===== config.mk =====
export PLATFORM = sky130hd
export DESIGN_NAME = sack_block_list_update_flat
export DESIGN_NICKNAME = d
export VERILOG_FILES = /design/src/rtl/core/sbl_pkg.sv /design/src/rtl/core/sbl_if.sv /design/src/rtl/core/sack_block_list_update.sv /design/src/rtl/core/sbl_match.sv /design/src/flat_wrapper.sv
export SDC_FILE = /design/constraint.sdc
export NUM_CORES = 1
export LEC_CHECK = 0
export ABC_AREA = 1
export BUFFER_PORTS_ARGS = -buffer_cell sky130_fd_sc_hd__buf_2
export CAP_MARGIN = 30
export CELL_PAD_IN_SITES_DETAIL_PLACEMENT = 2
export CELL_PAD_IN_SITES_GLOBAL_PLACEMENT = 2
export CORE_AREA = 4 4 243 340
export CTS_CLUSTER_SIZE = 28
export DETAILED_ROUTE_END_ITERATION = 8
export DIE_AREA = 0 0 247 344
export PLACE_DENSITY_LB_ADDON = 0.3
export SETUP_SLACK_MARGIN = 0.4
export SYNTH_ARGS = -nofsm -noshare
export SYNTH_HDL_FRONTEND = slang
export SYNTH_HIERARCHICAL = 1
export SYNTH_SLANG_ARGS = --single-unit
export TNS_END_PERCENT = 30

===== constraint.sdc =====
create_clock -name clk -period 7.97 [get_ports clk]
set_clock_uncertainty 0.15 [all_clocks]
set_input_delay 1.594 -clock clk [delete_from_list [all_inputs] [get_ports clk]]
set_output_delay 1.594 -clock clk [all_outputs]
set_load 0.05 [all_outputs]

===== src/rtl/core/sbl_pkg.sv =====
package sbl_pkg;

  localparam int MAX_BLOCKS = 4;
  localparam int SLOTS      = MAX_BLOCKS + 1;
  localparam int REPORTED   = 4;
  localparam int SEQ_W      = 32;
  localparam int COUNT_W    = 3;
  localparam int CNT_W      = $clog2(SLOTS + 1);
  localparam int IDX_W      = $clog2(SLOTS);

  typedef logic [SEQ_W-1:0] seq_t;

  typedef struct packed {
    logic hit;
    seq_t lo;
    seq_t hi;
  } merge_t;

endpackage


===== src/rtl/core/sbl_if.sv =====
interface sbl_in_if import sbl_pkg::*; ();
  logic valid;
  logic ready;
  seq_t block_start;
  seq_t block_end;

  modport source (output valid, output block_start, output block_end, input ready);
  modport sink (input valid, input block_start, input block_end, output ready);
endinterface

interface sbl_out_if import sbl_pkg::*; ();
  logic               valid;
  logic               ready;
  logic [COUNT_W-1:0] entry_count;
  seq_t               first_start;
  seq_t               first_end;
  seq_t               second_start;
  seq_t               second_end;
  seq_t               third_start;
  seq_t               third_end;
  seq_t               fourth_start;
  seq_t               fourth_end;

  modport source (
    output valid, output entry_count,
    output first_start, output first_end, output second_start, output second_end,
    output third_start, output third_end, output fourth_start, output fourth_end,
    input ready
  );
  modport sink (
    input valid, input entry_count,
    input first_start, input first_end, input second_start, input second_end,
    input third_start, input third_end, input fourth_start, input fourth_end,
    output ready
  );
endinterface


===== src/rtl/core/sack_block_list_update.sv =====
// the result is registered when the scan ends, the scan taking c compare steps
// (0 to 10, one per cycle through the single match unit, restarting on merge)
// input ready only while idle, so a new word is not taken until the scan of the last one has finished
// a finished result waiting in the output register stalls the end of the next scan
// reset: synchronous, active high; clears the list count, the sequencer and output valid
// stored block values are not reset and are only read below the count
module sack_block_list_update import sbl_pkg::*; (
  input logic   clk,
  input logic   rst,
  sbl_in_if.sink    blk,
  sbl_out_if.source res
);

  typedef enum logic [1:0] {
    ST_IDLE = 2'b01,
    ST_SCAN = 2'b10
  } state_t;

  state_t state;
  logic [CNT_W-1:0] n;
  logic [CNT_W-1:0] i;
  seq_t ws [SLOTS];
  seq_t we [SLOTS];
  seq_t out_s [REPORTED];
  seq_t out_e [REPORTED];
  logic [COUNT_W-1:0] out_cnt;
  logic out_valid;

  merge_t merge;
  logic [CNT_W-1:0] n_fin;
  logic scan_more;
  logic finish;

  sbl_match u_match (
    .front_lo (ws[0]),
    .front_hi (we[0]),
    .cand_lo  (ws[i[IDX_W-1:0]]),
    .cand_hi  (we[i[IDX_W-1:0]]),
    .merge    (merge)
  );

  assign scan_more = (i < n);
  assign finish    = (state == ST_SCAN) && !scan_more && (!out_valid || res.ready);
  assign n_fin     = (n > CNT_W'(MAX_BLOCKS)) ? CNT_W'(MAX_BLOCKS) : n;

  assign blk.ready = (state == ST_IDLE);

  always_ff @(posedge clk) begin
    if (rst) begin
      state     <= ST_IDLE;
      n         <= '0;
      i         <= '0;
      out_valid <= 1'b0;
    end else begin
      if (res.ready && !finish) out_valid <= 1'b0;
      unique case (state)
        ST_IDLE: begin
          if (blk.valid) begin
            n     <= n + CNT_W'(1);
            i     <= CNT_W'(1);
            state <= ST_SCAN;
          end
        end
        ST_SCAN: begin
          if (scan_more) begin
            if (merge.hit) begin
              n <= n - CNT_W'(1);
              i <= CNT_W'(1);
            end else begin
              i <= i + CNT_W'(1);
            end
          end else if (finish) begin
            n         <= n_fin;
            out_valid <= 1'b1;
            state     <= ST_IDLE;
          end
        end
        default: state <= ST_IDLE;
      endcase
    end
  end

  always_ff @(posedge clk) begin
    if (state == ST_IDLE && blk.valid) begin
      ws[0] <= blk.block_start;
      we[0] <= blk.block_end;
      for (int k = 1; k < SLOTS; k++) begin
        ws[k] <= ws[k-1];
        we[k] <= we[k-1];
      end
    end else if (state == ST_SCAN && scan_more && merge.hit) begin
      ws[0] <= merge.lo;
      we[0] <= merge.hi;
      for (int k = 1; k < SLOTS - 1; k++) begin
        if (CNT_W'(k) >= i) begin
          ws[k] <= ws[k+1];
          we[k] <= we[k+1];
        end
      end
    end
  end

  always_ff @(posedge clk) begin
    if (finish) begin
      out_cnt <= COUNT_W'(n_fin);
      for (int k = 0; k < REPORTED; k++) begin
        if (k < SLOTS && CNT_W'(k) < n_fin) begin
          out_s[k] <= ws[IDX_W'(k)];
          out_e[k] <= we[IDX_W'(k)];
        end else begin
          out_s[k] <= '0;
          out_e[k] <= '0;
        end
      end
    end
  end

  assign res.valid        = out_valid;
  assign res.entry_count  = out_cnt;
  assign res.first_start  = out_s[0];
  assign res.first_end    = out_e[0];
  assign res.second_start = out_s[1];
  assign res.second_end   = out_e[1];
  assign res.third_start  = out_s[2];
  assign res.third_end    = out_e[2];
  assign res.fourth_start = out_s[3];
  assign res.fourth_end   = out_e[3];

endmodule


===== src/rtl/core/sbl_match.sv =====
module sbl_match import sbl_pkg::*; (
  input  seq_t   front_lo,
  input  seq_t   front_hi,
  input  seq_t   cand_lo,
  input  seq_t   cand_hi,
  output merge_t merge
);

  always_comb begin
    merge.hit = 1'b0;
    merge.lo  = front_lo;
    merge.hi  = front_hi;
    if (front_lo == cand_hi) begin
      merge.hit = 1'b1;
      merge.lo  = cand_lo;
    end else if (front_hi == cand_lo) begin
      merge.hit = 1'b1;
      merge.hi  = cand_hi;
    end
  end

endmodule


===== src/flat_wrapper.sv =====
// flat-port wrapper written by rule: the top's interface ports become plain ports
module sack_block_list_update_flat import sbl_pkg::*;
  (clk, rst, blk_valid, blk_block_start, blk_block_end, blk_ready, res_valid, res_entry_count, res_first_start, res_first_end, res_second_start, res_second_end, res_third_start, res_third_end, res_fourth_start, res_fourth_end, res_ready);
  sbl_in_if blk_i ();
  sbl_out_if res_i ();
  input logic clk;
  input logic rst;
  input wire logic [$bits(blk_i.valid)-1:0] blk_valid;
  input wire logic [$bits(blk_i.block_start)-1:0] blk_block_start;
  input wire logic [$bits(blk_i.block_end)-1:0] blk_block_end;
  output wire logic [$bits(blk_i.ready)-1:0] blk_ready;
  output wire logic [$bits(res_i.valid)-1:0] res_valid;
  output wire logic [$bits(res_i.entry_count)-1:0] res_entry_count;
  output wire logic [$bits(res_i.first_start)-1:0] res_first_start;
  output wire logic [$bits(res_i.first_end)-1:0] res_first_end;
  output wire logic [$bits(res_i.second_start)-1:0] res_second_start;
  output wire logic [$bits(res_i.second_end)-1:0] res_second_end;
  output wire logic [$bits(res_i.third_start)-1:0] res_third_start;
  output wire logic [$bits(res_i.third_end)-1:0] res_third_end;
  output wire logic [$bits(res_i.fourth_start)-1:0] res_fourth_start;
  output wire logic [$bits(res_i.fourth_end)-1:0] res_fourth_end;
  input wire logic [$bits(res_i.ready)-1:0] res_ready;
  assign blk_i.valid = blk_valid;
  assign blk_i.block_start = blk_block_start;
  assign blk_i.block_end = blk_block_end;
  assign blk_ready = blk_i.ready;
  assign res_valid = res_i.valid;
  assign res_entry_count = res_i.entry_count;
  assign res_first_start = res_i.first_start;
  assign res_first_end = res_i.first_end;
  assign res_second_start = res_i.second_start;
  assign res_second_end = res_i.second_end;
  assign res_third_start = res_i.third_start;
  assign res_third_end = res_i.third_end;
  assign res_fourth_start = res_i.fourth_start;
  assign res_fourth_end = res_i.fourth_end;
  assign res_i.ready = res_ready;
  sack_block_list_update u_core (.clk(clk), .rst(rst), .blk(blk_i), .res(res_i));
endmodule

# Word level (Yosys, flattened, before mapping)
# Memories as Yosys holds them, arrays and structs flattened. A register that Yosys moved wholly into a read port is not among the register bits.
# Cells that the tools add are included.
# word_totals
register_bits	12
latch_bits	0
ram_bits	576
mem_bits_ro	0
input_bits	68
out_inout_bits	261
wordCells	145
memories	4
# memory_table
name	depth	width	read_ports	rd_ports_with_merged_regs	write_ports	line_no	rtl
u_core.we	5	32	6	1	5	sack_block_list_update.sv:23	seq_t we [SLOTS];
u_core.ws	5	32	6	1	5	sack_block_list_update.sv:22	seq_t ws [SLOTS];
u_core.out_e	4	32	4	0	4	sack_block_list_update.sv:25	seq_t out_e [REPORTED];
u_core.out_s	4	32	4	0	4	sack_block_list_update.sv:24	seq_t out_s [REPORTED];
# classes
add_sub_neg	3
n_mul	0
div	0
order_cmp	9
eq_ne	10
n_shift	0
n_mux	84
bitwise_logic	16
n_reduce_logical	14
# ops
op	n
2-to-1 mux 32 bit	19
equality test 32 bit	2
2-to-1 mux 1 bit	47
2-to-1 mux 3 bit	12
bitwise OR 1 bit	16
case mux 3 bit (2 select lines)	2
adder 3 x 1 -> 3 bit (second input constant)	2
greater-or-equal comparator 2 x 3 -> 1 bit (first input constant)	2
logical AND 1 bit	6
< comparator 1 x 3 -> 1 bit (first input constant)	2
< comparator 2 x 3 -> 1 bit (first input constant)	2
2-to-1 mux 2 bit	3
AND reduction 3 bit	2
inequality test 2 x 1 -> 1 bit (second input constant)	2
inequality test 2 bit (second input constant)	2
case mux 2 bit (2 select lines)	1
AND reduction 4 bit	1
greater-or-equal comparator 1 x 3 -> 1 bit (first input constant)	1
greater-than comparator 3 bit (second input constant)	1
zero test 1 bit	3
< comparator 3 bit	1
inequality test 3 x 1 -> 1 bit (second input constant)	1
inequality test 3 x 2 -> 1 bit (second input constant)	1
subtractor 3 x 1 -> 3 bit (second input constant)	1
4 further kinds	4

# Longest topological paths before layout
# Gate-level depths: netlist of run 1.
# depth
ltp_word	10
mapped_depth	27
depth_no_buf	23

# By module
# The synthesis of run 1 kept the hierarchy.
# modules_own_cells
module	instances	cells_each	area_per_inst_um2	seq_area_each_um2
sack_block_list_update	1	2655	25635.8	16986.3
sbl_match	1	459	2013.2	0.0

# Worst setup path after synthesis of run 1
# OpenSTA, ideal clock, no wires.
# synth_path
kind	register to register
from	register (tool-made name)
to	memory u_core/we[1][0] (netlist bit), enable pin
setup_time_ps	424
arrival_time_ps	4427
required_time_ps	7396
setup_slack_ps	2970
path_stages_with_launch	20
n_path_buf	6
period_less_slack_ps	5000
cell_sequence	dfxtp_1 -> clkbuf_1 -> clkbuf_1 -> clkbuf_1 -> o211ai_1 -> a31oi_1 -> xnor2_1 -> nand2_1 -> nor2_1 -> nand2_1 -> nor2_2 -> nand2_2 -> buf_2 -> o21ai_0 -> nand4_4 -> nor2_4 -> nand2_1 -> buf_2 -> buf_2 -> nand2_1
# synth_rtl
element	line_no
to (decl)	sack_block_list_update.sv:23

==> results of run 1 <==
## sequential cells by signal (all words and copies together), names as in the netlist, named ones only
| name | cells |
|---|---|
| u_core/i | 3 |
| u_core/res.valid | 1 |
| u_core/n | 3 |
| u_core/out_e | 128 |
| u_core/we | 160 |
| u_core/state | 2 |
| u_core/ws | 160 |
| u_core/out_s | 128 |
| u_core/res.entry_count | 3 |
## metal layers
metal / share of wire / track usage
met3: 0.047 / 0.0372
met2: 0.52 / 0.483
met4: 0.038 / 0.0937
met1: 0.40 / 0.313
met5: 0.00011 / 0
## kinds of logic after synthesis
group | Yosys count
simple gates | 1600
buf+inv | 534
fa+ha+maj | 7
xor+xnor | 27
flops | 591
compound gates | 355
## path summary, 6_finish.rpt
| path | startpoint | endpoint | slack [ns] | cells past startpoint |
|---|---|---|---|---|
| worst max-delay path | flop | u_core/ws[3][14]$_DFFE_PP_ | 1.44 | 18 |
| worst min-delay path | u_core/out_e[2][12]$_SDFFE_PP0P_ | u_core/out_e[2][12]$_SDFFE_PP0P_ | 0.30 | 2 |
| worst max register to register | flop | u_core/ws[3][14]$_DFFE_PP_ | 1.44 | 18 |
| worst min register to register | u_core/out_e[2][12]$_SDFFE_PP0P_ | u_core/out_e[2][12]$_SDFFE_PP0P_ | 0.30 | 2 |
## cells in the final DEF, fill, tap and decap left out, types with 14 or more instances in the layout
cell type / synthesis / routed
a21oi_1: 40 / 39
buf_4: 1 / 27
clkbuf_16: 0 / 61
inv_1: 356 / 350
o21ai_1: 34 / 34
buf_2: 65 / 328
nor2_1: 206 / 206
dfxtp_1: 76 / 74
nand2_1: 1201 / 1196
clkinv_2: 0 / 14
o21ai_0: 212 / 212
xnor2_1: 23 / 23
bufinv_16: 0 / 15
o22ai_1: 27 / 27
nand3_1: 175 / 175
a31oi_1: 37 / 37
edfxtp_1: 515 / 515
## power groups by stage
stage	clock network, mW	logic (mW)	registers, mW
2_1_floorplan	0	0.466	4.01
3_3_place_gp	0	0.939	3.93
3_5_place_dp	0	0.989	3.94
4_1_cts	3.31	1.00	3.87
5_1_grt	3.44	1.10	3.89
6_report	3.23	1.00	3.88
## cell type report
type,count,area share
diodes,3,0.000231
clock buffers,77,0.0507
clock inverters,34,0.0173
inverters,363,0.0423
multi-input cells,1989,0.264
flip-flops and latches,591,0.523
well taps,1062,0.0409
repair buffers,362,0.0620
## through the flow
step / utilization / std cells
3_3_place_gp: 0.377 / 4362
2_1_floorplan: - / 3114
6_report: 0.407 / 4481
5_1_grt: 0.407 / 4479
4_1_cts: 0.405 / 4473
3_5_place_dp: 0.377 / 4362
## worst min-delay path: stages, from the launching register on
cell and delay [ns]:
dfxtp_1 0.31, nand2_1 0.06, nand2_1 0.04
==> reports/metrics.csv, run 1 <==
stage,metric,value,unit
synth,number of storage elements in the synthesis netlist,591,
global_routing,Overflow after GRT,0,
final_layout,net count reported at finish,3443,
sta,tightest slew margin relative to the limit,0.310,
sta,tightest hold margin,0.300,ns
synth,Synth top cells by count,"nand2_1, edfxtp_1, inv_1",
die,DIE AREA,0.0850,mm²
synth,most frequently used cell type in the post-synthesis netlist,nand2_1,
pwr,sequential group share of total power,0.478,
final_layout,total area of sequential cells,0.0170,mm²
synth,share of synthesized area spent on multiplexers,0,
pwr,PwrDens,250,mW/mm²
synth,"EDFF count, synth",515,
routing,number of remaining DRC errors,0,
die,Placeable Area,0.0799,mm²
die,Std-Cell Rows,123,
worst_setup_path,cells along the critical path,buf_4 > nor2_1 > nor2_1 > o21ai_0 > a31oi_1 > inv_1 > nand2_1 > nand2_1 > nor2_1 > nand2_1 > nor2_1 > nand2_1 > o21ai_0 > nand4_4 > nor2_4 > buf_4 > buf_4 > o21ai_0,
global_routing,via count of the first global-routing pass,25929,
placed_design,placement-stage cell area,0.0301,mm²
die,starting density of the core,0.346,
synth,dominant combinational cell family by area after synthesis,simple AND/OR/NAND/NOR gates,
synth,average cell area after synthesis,8.88,µm²
worst_setup_path,element type at the critical path start,flop,
routing,drt total wl,115,mm
synth,area share of and/or/nand/nor cells after synthesis,0.229,
clocking,number of gates resized after cts,0,
sta,final critical-path share of the clock period,0.820,
synth,xor-xnor portion of the synthesized cell area,0.00855,
global_routing,largest net degree at the start of global routing,99,
synth,Synth Area in Adders,0.00317,
worst_setup_path,worst-path maximum fanout,81,
die,Die Width,247,µm
clocking,total number of H-tree levels,2,
global_routing,initial antenna violation count,3,
synth,synthesized net count,3189,
pwr,total net switching power,2.29,mW
worst_setup_path,capturing element type of the critical path,flop,
clocking,clk_lat worst skew,0.65,ns
clocking,"Clk pin slew, worst setup/hold paths",0.07,ns
pwr,Tot Pwr,8.11,mW
sta,transition time at the pin with the least slew margin,1.03,ns
clocking,cell at the root of the clock tree,clkbuf_16,
sta,count of final setup violators,0,
routing,via count,23829,
routing,wire per inst,25.6,µm
worst_setup_path,cell type group with the largest total delay on the critical path,buffers and inverters,
synth,share of synthesized flip-flops with an asynchronous set or reset,0,
worst_setup_path,classification of the worst setup path,flop to flop,
clocking,clock tree from TritonCTS,built,
synth,share of the synthesized area in the top cell type,0.559,
synth,synthesis warning total,6,
run,max-cap check violation count,0,
synth,count of distinct cell types in the synthesized netlist,30,
sta,"Slew Viols, Final",0,
placed_design,DP Wirelength,76.4,mm
sta,Final min period,6.53,ns
pwr,Clk pwr share,0.398,
final_layout,P&R area growth vs syn,17.5,%
die,I/O pin count,329,
synth,top cell type by total area after synthesis,edfxtp_1,
clocking,buffer levels on the longest clock path,3,
die,Die Ht,344,µm
routing,number of nets still failing antenna checks after routing,0,
synth,Cells after Synth,3114,
global_routing,global-route usage over all layers,0.263,
min_path,Worst Hold Class,flop to flop,
routing,number of detailed-route iterations in the first pass,5,
placed_design,GP Congestion,0.837,
pwr,internal power summed over all cells,5.82,mW
sta,maximum clock frequency,0.153,GHz
synth,proportion of synthesized chip area in sequential cells,0.614,
synth,"top cells by area, synth","edfxtp_1, nand2_1, dfxtp_1",
clocking,count of clock tree sinks,591,
global_routing,global-route wire length before repair,168,mm
worst_setup_path,Critical-path top delay cell,buf_4,
placed_design,number of I/O port buffers,328,
sta,Total Negative Setup Slacks,0,ns
final_layout,share of layout cells above drive strength 1,0.146,
synth,"synthesized-area fraction occupied by ao, oa, aoi and oai cells",0.0679,
worst_setup_path,Crit path buffers/inverters,4,
pwr,VDD IR max,0.170,mV
routing,detail-routed via count per cell,5.32,
placed_design,worst slack after detailed placement,1.38,ns
clocking,Post-CTS Setup Repair Bufs,0,
final_layout,footprint of the multi-input gates,0.00856,mm²
sta,setup repair after global routing missed its margin,false,
sta,final worst-path setup slack,1.44,ns
final_layout,layout filler cell count,8767,
clocking,number of CTS-inserted buffers,61,
pwr,Comb pwr share,0.124,
routing,number of violations reported at the end of detailed-routing iteration 0,1553,
status,outcome,"finished, final reports clean",
synth,predominant post-synthesis flop cell,edfxtp_1,
sta,final number of hold-violating endpoints,0,
worst_setup_path,Crit path largest cell delay,0.79,ns
final_layout,"final std cell area, no fill",0.0325,mm²
worst_setup_path,data arrival time at the worst-slack endpoint,6.73,ns
pwr,standby leakage power,15.1,nW
synth,cell area after technology mapping,0.0276,mm²
worst_setup_path,required time of the critical path,8.17,ns
clocking,number of buffers inserted by hold repair at cts,0,
pwr,Switching Share,0.282,
(Power assumes the default switching activity.)
==> run 2, diff against run 1 <==
--- a/config.mk
+++ b/config.mk
@@ -5,15 +5,15 @@
 export SDC_FILE = /design/constraint.sdc
 export NUM_CORES = 1
 export LEC_CHECK = 0
-export ABC_AREA = 1
+export ABC_AREA = 0
 export BUFFER_PORTS_ARGS = -buffer_cell sky130_fd_sc_hd__buf_2
 export CAP_MARGIN = 30
 export CELL_PAD_IN_SITES_DETAIL_PLACEMENT = 2
 export CELL_PAD_IN_SITES_GLOBAL_PLACEMENT = 2
-export CORE_AREA = 4 4 243 340
+export CORE_AREA = 4 4 238 332
 export CTS_CLUSTER_SIZE = 28
 export DETAILED_ROUTE_END_ITERATION = 8
-export DIE_AREA = 0 0 247 344
+export DIE_AREA = 0 0 242 336
 export PLACE_DENSITY_LB_ADDON = 0.3
 export SETUP_SLACK_MARGIN = 0.4
 export SYNTH_ARGS = -nofsm -noshare
==> constraint.sdc (replaced) <==
create_clock -name clk -period 5.46 [get_ports clk]
set_clock_uncertainty 0.15 [all_clocks]
set_input_delay 1.092 -clock clk [delete_from_list [all_inputs] [get_ports clk]]
set_output_delay 1.092 -clock clk [all_outputs]
set_load 0.05 [all_outputs]
==> run 2 against run 1 <==
Effect of this change:
- combinational power up 18%
- global-route usage fell by 4.0 points
- synthesized area fell by 4.6%
- wire length shrank 19%
- register-to-register slack worse by 0.87 ns
- clock-buffer cell count increased by 5
- worst hold slack gained 0.029 ns
- setup slack worse by 0.87 ns
- synthesized cell count shrank 50%
- clock power up 33%
- non-clock buffer count up 20
- largest power group unchanged
- highest routed layer is now met4
==> reports/metrics.csv, run 2 <==
stage,metric,value,unit
global_routing,Overflow after GRT,0,
synth,most frequently used cell type in the post-synthesis netlist,edfxtp_1,
pwr,VDD IR max,0.249,mV
synth,proportion of synthesized chip area in sequential cells,0.644,
final_layout,total area of sequential cells,0.0170,mm²
routing,number of detailed-route iterations in the first pass,5,
synth,share of the synthesized area in the top cell type,0.586,
die,Placeable Area,0.0763,mm²
final_layout,net count reported at finish,1986,
die,Die Ht,336,µm
worst_setup_path,capturing element type of the critical path,flop,
clocking,count of clock tree sinks,591,
placed_design,worst slack after detailed placement,0.327,ns
worst_setup_path,required time of the critical path,5.70,ns
die,starting density of the core,0.346,
routing,wire per inst,31.7,µm
clocking,number of CTS-inserted buffers,59,
sta,maximum clock frequency,0.205,GHz
min_path,Worst Hold Class,flop to flop,
routing,drt total wl,93.3,mm
sta,final worst-path setup slack,0.573,ns
routing,number of violations reported at the end of detailed-routing iteration 0,1210,
die,Std-Cell Rows,120,
worst_setup_path,worst-path maximum fanout,35,
global_routing,via count of the first global-routing pass,17424,
routing,via count,15838,
sta,count of final setup violators,0,
final_layout,share of layout cells above drive strength 1,0.458,
sta,tightest slew margin relative to the limit,0.382,
synth,predominant post-synthesis flop cell,edfxtp_1,
final_layout,"most common cell after layout, fill and taps aside",edfxtp_1,
synth,synthesis warning total,6,
placed_design,DP Wirelength,65.4,mm
final_layout,footprint of the multi-input gates,0.00891,mm²
die,Die Width,242,µm
pwr,standby leakage power,11.2,nW
pwr,PwrDens,348,mW/mm²
run,max-cap check violation count,0,
status,outcome,"finished, final reports clean",
synth,"EDFF count, synth",515,
routing,number of nets still failing antenna checks after routing,0,
synth,share of synthesized flip-flops with an asynchronous set or reset,0,
synth,"top cells by area, synth","edfxtp_1, mux2_2, dfxtp_1",
clocking,total number of H-tree levels,2,
placed_design,GP Congestion,0.849,
min_path,cell depth of the worst hold path,1,
worst_setup_path,data arrival time at the worst-slack endpoint,5.13,ns
clocking,buffer levels on the longest clock path,3,
global_routing,initial antenna violation count,3,
routing,number of remaining DRC errors,0,
synth,synthesized net count,1634,
sta,final critical-path share of the clock period,0.895,
synth,number of storage elements in the synthesis netlist,591,
sta,setup repair after global routing missed its margin,false,
synth,count of distinct cell types in the synthesized netlist,47,
worst_setup_path,element type at the critical path start,flop,
final_layout,layout filler cell count,7357,
synth,cell area after technology mapping,0.0264,mm²
clocking,"Clk pin slew, worst setup/hold paths",0.07,ns
sta,Total Negative Setup Slacks,0,ns
worst_setup_path,classification of the worst setup path,flop to flop,
final_layout,most frequent cells in the layout,"edfxtp_1, buf_2, mux2_2",
global_routing,largest net degree at the start of global routing,65,
synth,top cell type by total area after synthesis,edfxtp_1,
die,I/O pin count,329,
final_layout,leading registers by flop count,"u_core/we (160), u_core/ws (160)",
synth,average cell area after synthesis,16.9,µm²
global_routing,global-route wire length before repair,133,mm
clocking,clk_lat worst skew,0.64,ns
die,DIE AREA,0.0813,mm²
clocking,clock tree from TritonCTS,built,
synth,Cells after Synth,1559,
synth,Synth top cells by count,"edfxtp_1, mux2_2, and2_1",
sta,Final min period,4.89,ns
sta,"Slew Viols, Final",0,
clocking,cell at the root of the clock tree,clkbuf_16,
sta,transition time at the pin with the least slew margin,0.927,ns
routing,detail-routed via count per cell,5.39,
worst_setup_path,depth of the most critical reg-to-reg path,14,
final_layout,P&R area growth vs syn,19.4,%
placed_design,number of I/O port buffers,328,
global_routing,global-route usage over all layers,0.223,
sta,final number of hold-violating endpoints,0,
run 2: changes by cell type after synthesis, sizes merged, moves of 46 or more:
cell    before  now
inv        363   10
nand2     1206    9
mux2         0  384
nand3      178    2
clkbuf      92   46
o21ai      246    5
and2         0  193
a22o         0   64
nor2       211   18
mux4         0   64
run 2: cell families after synthesis:
logic type	synth area share
flops	0.644
xor+xnor	0.0213
fa+ha+maj	0.00332
buf+inv	0.0203
compound gates	0.0287
simple gates	0.0592
mux	0.223
run 2: worst paths after layout:
| path | startpoint | to | slack, ns |
|---|---|---|---|
| min reg2reg | u_core/out_e[2][26]$_SDFFE_PP0P_ | u_core/out_e[2][26]$_SDFFE_PP0P_ | 0.33 |
| min | u_core/out_e[2][26]$_SDFFE_PP0P_ | u_core/out_e[2][26]$_SDFFE_PP0P_ | 0.33 |
| max | flop | u_core/we[2][30]$_DFFE_PP_ | 0.57 |
| max reg2reg | flop | u_core/we[2][30]$_DFFE_PP_ | 0.57 |
run 2: per-layer routing:
layer	vias up	wire length (µm)	GRT usage
li1	6700	-	-
met1	8577	38400	0.280
met2	449	48600	0.406
met3	112	3810	0.0311
met4	0	2440	0.0575
met5	-	0	0
run 2: layout make-up:
type | count | share of cell area
antenna | 2 | 0.000159
clock buffer | 82 | 0.0544
clock inverter | 28 | 0.00977
inverter | 10 | 0.00143
multi-input combinational | 867 | 0.283
sequential | 591 | 0.540
tap | 976 | 0.0388
timing repair buffer | 382 | 0.0732
run 2: power by group:
| part | leakage (nW) | switching [mW] | internal [mW] |
|---|---|---|---|
| Sequential | 5.43 | 0.268 | 5.22 |
| Clock | 0.993 | 1.83 | 2.47 |
| Combinational | 4.83 | 0.710 | 0.468 |
run 2: repair_timing:
action	in CTS	in global routing
pin swaps	0	0
hold buffers	0	0
buffers inserted	1	4
resized for setup	0	1
setup endpoints to repair	133	226
run 2: stage by stage:
stage	instances	instance area, µm²	hold WS [ns]	power (mW)	utilization
after floorplan	1559	26400	0.303	6.20	-
after global placement	2819	29400	0.314	6.70	0.385
after detailed placement	2820	29400	0.319	6.75	0.385
after CTS	2931	31400	0.334	11.1	0.412
after global routing	2936	31500	0.360	11.3	0.413
final	2938	31500	0.329	11.0	0.413
run 2: worst max-delay path, cell delays in order (launching register included):
cell       delay (ns)
dfxtp_4          0.47
buf_12           0.24
buf_4            0.27
mux4_2           0.53
mux2_2           0.33
xnor2_1          0.17
nand4_1          0.15
nor4_1           0.44
nand2_1          0.14
o21ai_1          0.22
o2111ai_4        0.17
or2_4            0.34
a21oi_4          0.25
buf_12           0.29
mux2_2           0.39
==> run 3, diff against run 2 <==
--- a/config.mk
+++ b/config.mk
@@ -8,8 +8,8 @@
 export ABC_AREA = 0
 export BUFFER_PORTS_ARGS = -buffer_cell sky130_fd_sc_hd__buf_2
 export CAP_MARGIN = 30
-export CELL_PAD_IN_SITES_DETAIL_PLACEMENT = 2
-export CELL_PAD_IN_SITES_GLOBAL_PLACEMENT = 2
+export CELL_PAD_IN_SITES_DETAIL_PLACEMENT = 0
+export CELL_PAD_IN_SITES_GLOBAL_PLACEMENT = 1
 export CORE_AREA = 4 4 238 332
 export CTS_CLUSTER_SIZE = 28
 export DETAILED_ROUTE_END_ITERATION = 8
==> run 3 against run 2 <==
Effect of this change:
- cell count fell by 0.44%
- global-route usage fell by 2.3 points
- clock-buffer cell count fell by 1
- power fell by 1.0%
- non-clock buffer count fell by 15
- sequential power barely moved
- worst hold slack barely moved
- first-iteration DRC count rose by 7.4%
- clock power fell by 0.9%
- combinational power fell by 6%
- critical path type unchanged
- critical endpoint is now u_core/ws[1][3]$_DFFE_PP_
- largest cell class unchanged
==> reports/metrics.csv, run 3 (same netlist as run 2, synthesis figures left out) <==
stage,metric,value,unit
routing,number of nets still failing antenna checks after routing,0,
final_layout,most frequent cells in the layout,"edfxtp_1, buf_2, mux2_2",
routing,number of remaining DRC errors,0,
routing,detail-routed via count per cell,5.29,
die,I/O pin count,329,
sta,final number of hold-violating endpoints,0,
sta,Final min period,4.81,ns
sta,tightest hold margin,0.329,ns
worst_setup_path,required time of the critical path,5.69,ns
clocking,count of clock tree sinks,591,
sta,transition time at the pin with the least slew margin,0.997,ns
die,Die Width,242,µm
sta,"Slew Viols, Final",0,
worst_setup_path,classification of the worst setup path,flop to flop,
final_layout,"most common cell after layout, fill and taps aside",edfxtp_1,
global_routing,largest net degree at the start of global routing,65,
min_path,Worst Hold Class,flop to flop,
global_routing,initial antenna violation count,5,
clocking,number of gates resized after cts,0,
sta,Total Negative Setup Slacks,0,ns
worst_setup_path,capturing element type of the critical path,flop,
final_layout,leading registers by flop count,"u_core/we (160), u_core/ws (160)",
sta,tightest slew margin relative to the limit,0.335,
sta,count of final setup violators,0,
pwr,standby leakage power,11.2,nW
final_layout,share of layout cells above drive strength 1,0.455,
placed_design,DP Wirelength,59.6,mm
worst_setup_path,worst-path maximum fanout,29,
placed_design,GP Congestion,0.842,
clocking,clock tree from TritonCTS,built,
run,max-cap check violation count,0,
routing,drt total wl,84.0,mm
global_routing,via count of the first global-routing pass,16112,
final_layout,net count reported at finish,1970,
die,Placeable Area,0.0763,mm²
clocking,Post-CTS Setup Repair Bufs,0,
sta,maximum clock frequency,0.208,GHz
global_routing,Overflow after GRT,0,
clocking,total number of H-tree levels,2,
final_layout,"final std cell area, no fill",0.0314,mm²
pwr,Tot Pwr,10.9,mW
routing,wire per inst,28.7,µm
die,DIE AREA,0.0813,mm²
die,Std-Cell Rows,120,
sta,final worst-path setup slack,0.647,ns
final_layout,layout filler cell count,6982,
clocking,number of CTS-inserted buffers,58,
final_layout,P&R area growth vs syn,18.9,%
die,starting density of the core,0.346,
clocking,clk_lat worst skew,0.64,ns
worst_setup_path,element type at the critical path start,flop,
routing,number of detailed-route iterations in the first pass,5,
pwr,PwrDens,347,mW/mm²
sta,final critical-path share of the clock period,0.882,
clocking,"Clk pin slew, worst setup/hold paths",0.06,ns
clocking,number of buffers inserted by hold repair at cts,0,
clocking,cell at the root of the clock tree,clkbuf_16,
routing,number of violations reported at the end of detailed-routing iteration 0,1300,
routing,via count,15476,
status,outcome,"finished, final reports clean",
clocking,buffer levels on the longest clock path,3,
placed_design,number of I/O port buffers,328,
pwr,VDD IR max,0.231,mV
placed_design,placement-stage cell area,0.0293,mm²
placed_design,worst slack after detailed placement,0.699,ns
die,Die Ht,336,µm
worst_setup_path,data arrival time at the worst-slack endpoint,5.04,ns
sta,setup repair after global routing missed its margin,false,
global_routing,global-route usage over all layers,0.200,
global_routing,global-route wire length before repair,119,mm
run 3: cell count changes in the layout (fill, tap and decap cells not counted), moves of 2 or more:
cell	before	now
diode_2	2	5
clkbuf_16	61	59
clkbuf_8	11	13
buf_12	19	17
buf_4	34	22
clkinv_1	3	1
run 3: routing by layer:
| metal | track usage | routed length (µm) | up-vias |
|---|---|---|---|
| met5 | 0 | 0 | - |
| met4 | 0.0781 | 3240 | 0 |
| met3 | 0.0314 | 3820 | 141 |
| met2 | 0.339 | 41600 | 518 |
| met1 | 0.259 | 35300 | 8122 |
| li1 | - | - | 6695 |
run 3: path summary, 6_finish.rpt:
path / from / endpoint / slack (ns) / cells after the start
max: flop / u_core/ws[1][3]$_DFFE_PP_ / 0.65 / 14
min reg2reg: u_core/out_s[2][11]$_SDFFE_PP0P_ / u_core/out_s[2][11]$_SDFFE_PP0P_ / 0.33 / 1
min: u_core/out_s[2][11]$_SDFFE_PP0P_ / u_core/out_s[2][11]$_SDFFE_PP0P_ / 0.33 / 1
max reg2reg: flop / u_core/ws[1][3]$_DFFE_PP_ / 0.65 / 14
run 3: metrics by stage:
step            util  instances
6_report       0.411       2925
5_1_grt        0.411       2924
4_1_cts        0.411       2920
3_5_place_dp   0.384       2811
3_3_place_gp   0.384       2809
2_1_floorplan      -       1559
run 3: report_power, final:
group / switching (mW) / internal, mW / leakage (nW)
sequential: 0.262 / 5.22 / 5.43
combinational: 0.667 / 0.448 / 4.74
clock: 1.78 / 2.49 / 0.992
total: 2.71 / 8.16 / 11.2
run 3: cell type report:
cell class	instances	area, µm²	share of cell area
inverter	10	45.0	0.00144
timing repair buffer	367	2150	0.0685
clock buffer	81	1690	0.0539
antenna	5	12.5	0.000399
sequential	591	17000	0.542
multi-input combinational	867	8910	0.284
tap	976	1220	0.0389
clock inverter	28	334	0.0107
run 3: worst max-delay path: stages, from the launching register on:
cell       delay (ns)
dfxtp_4          0.62
buf_4            0.39
mux4_2           0.35
mux2_2           0.33
xnor2_1          0.41
nand4_1          0.17
nor4_1           0.28
nand2_1          0.10
o21ai_0          0.09
buf_4            0.17
o2111ai_4        0.13
or2_4            0.35
nor2_4           0.13
buf_4            0.42
mux2_2           0.40
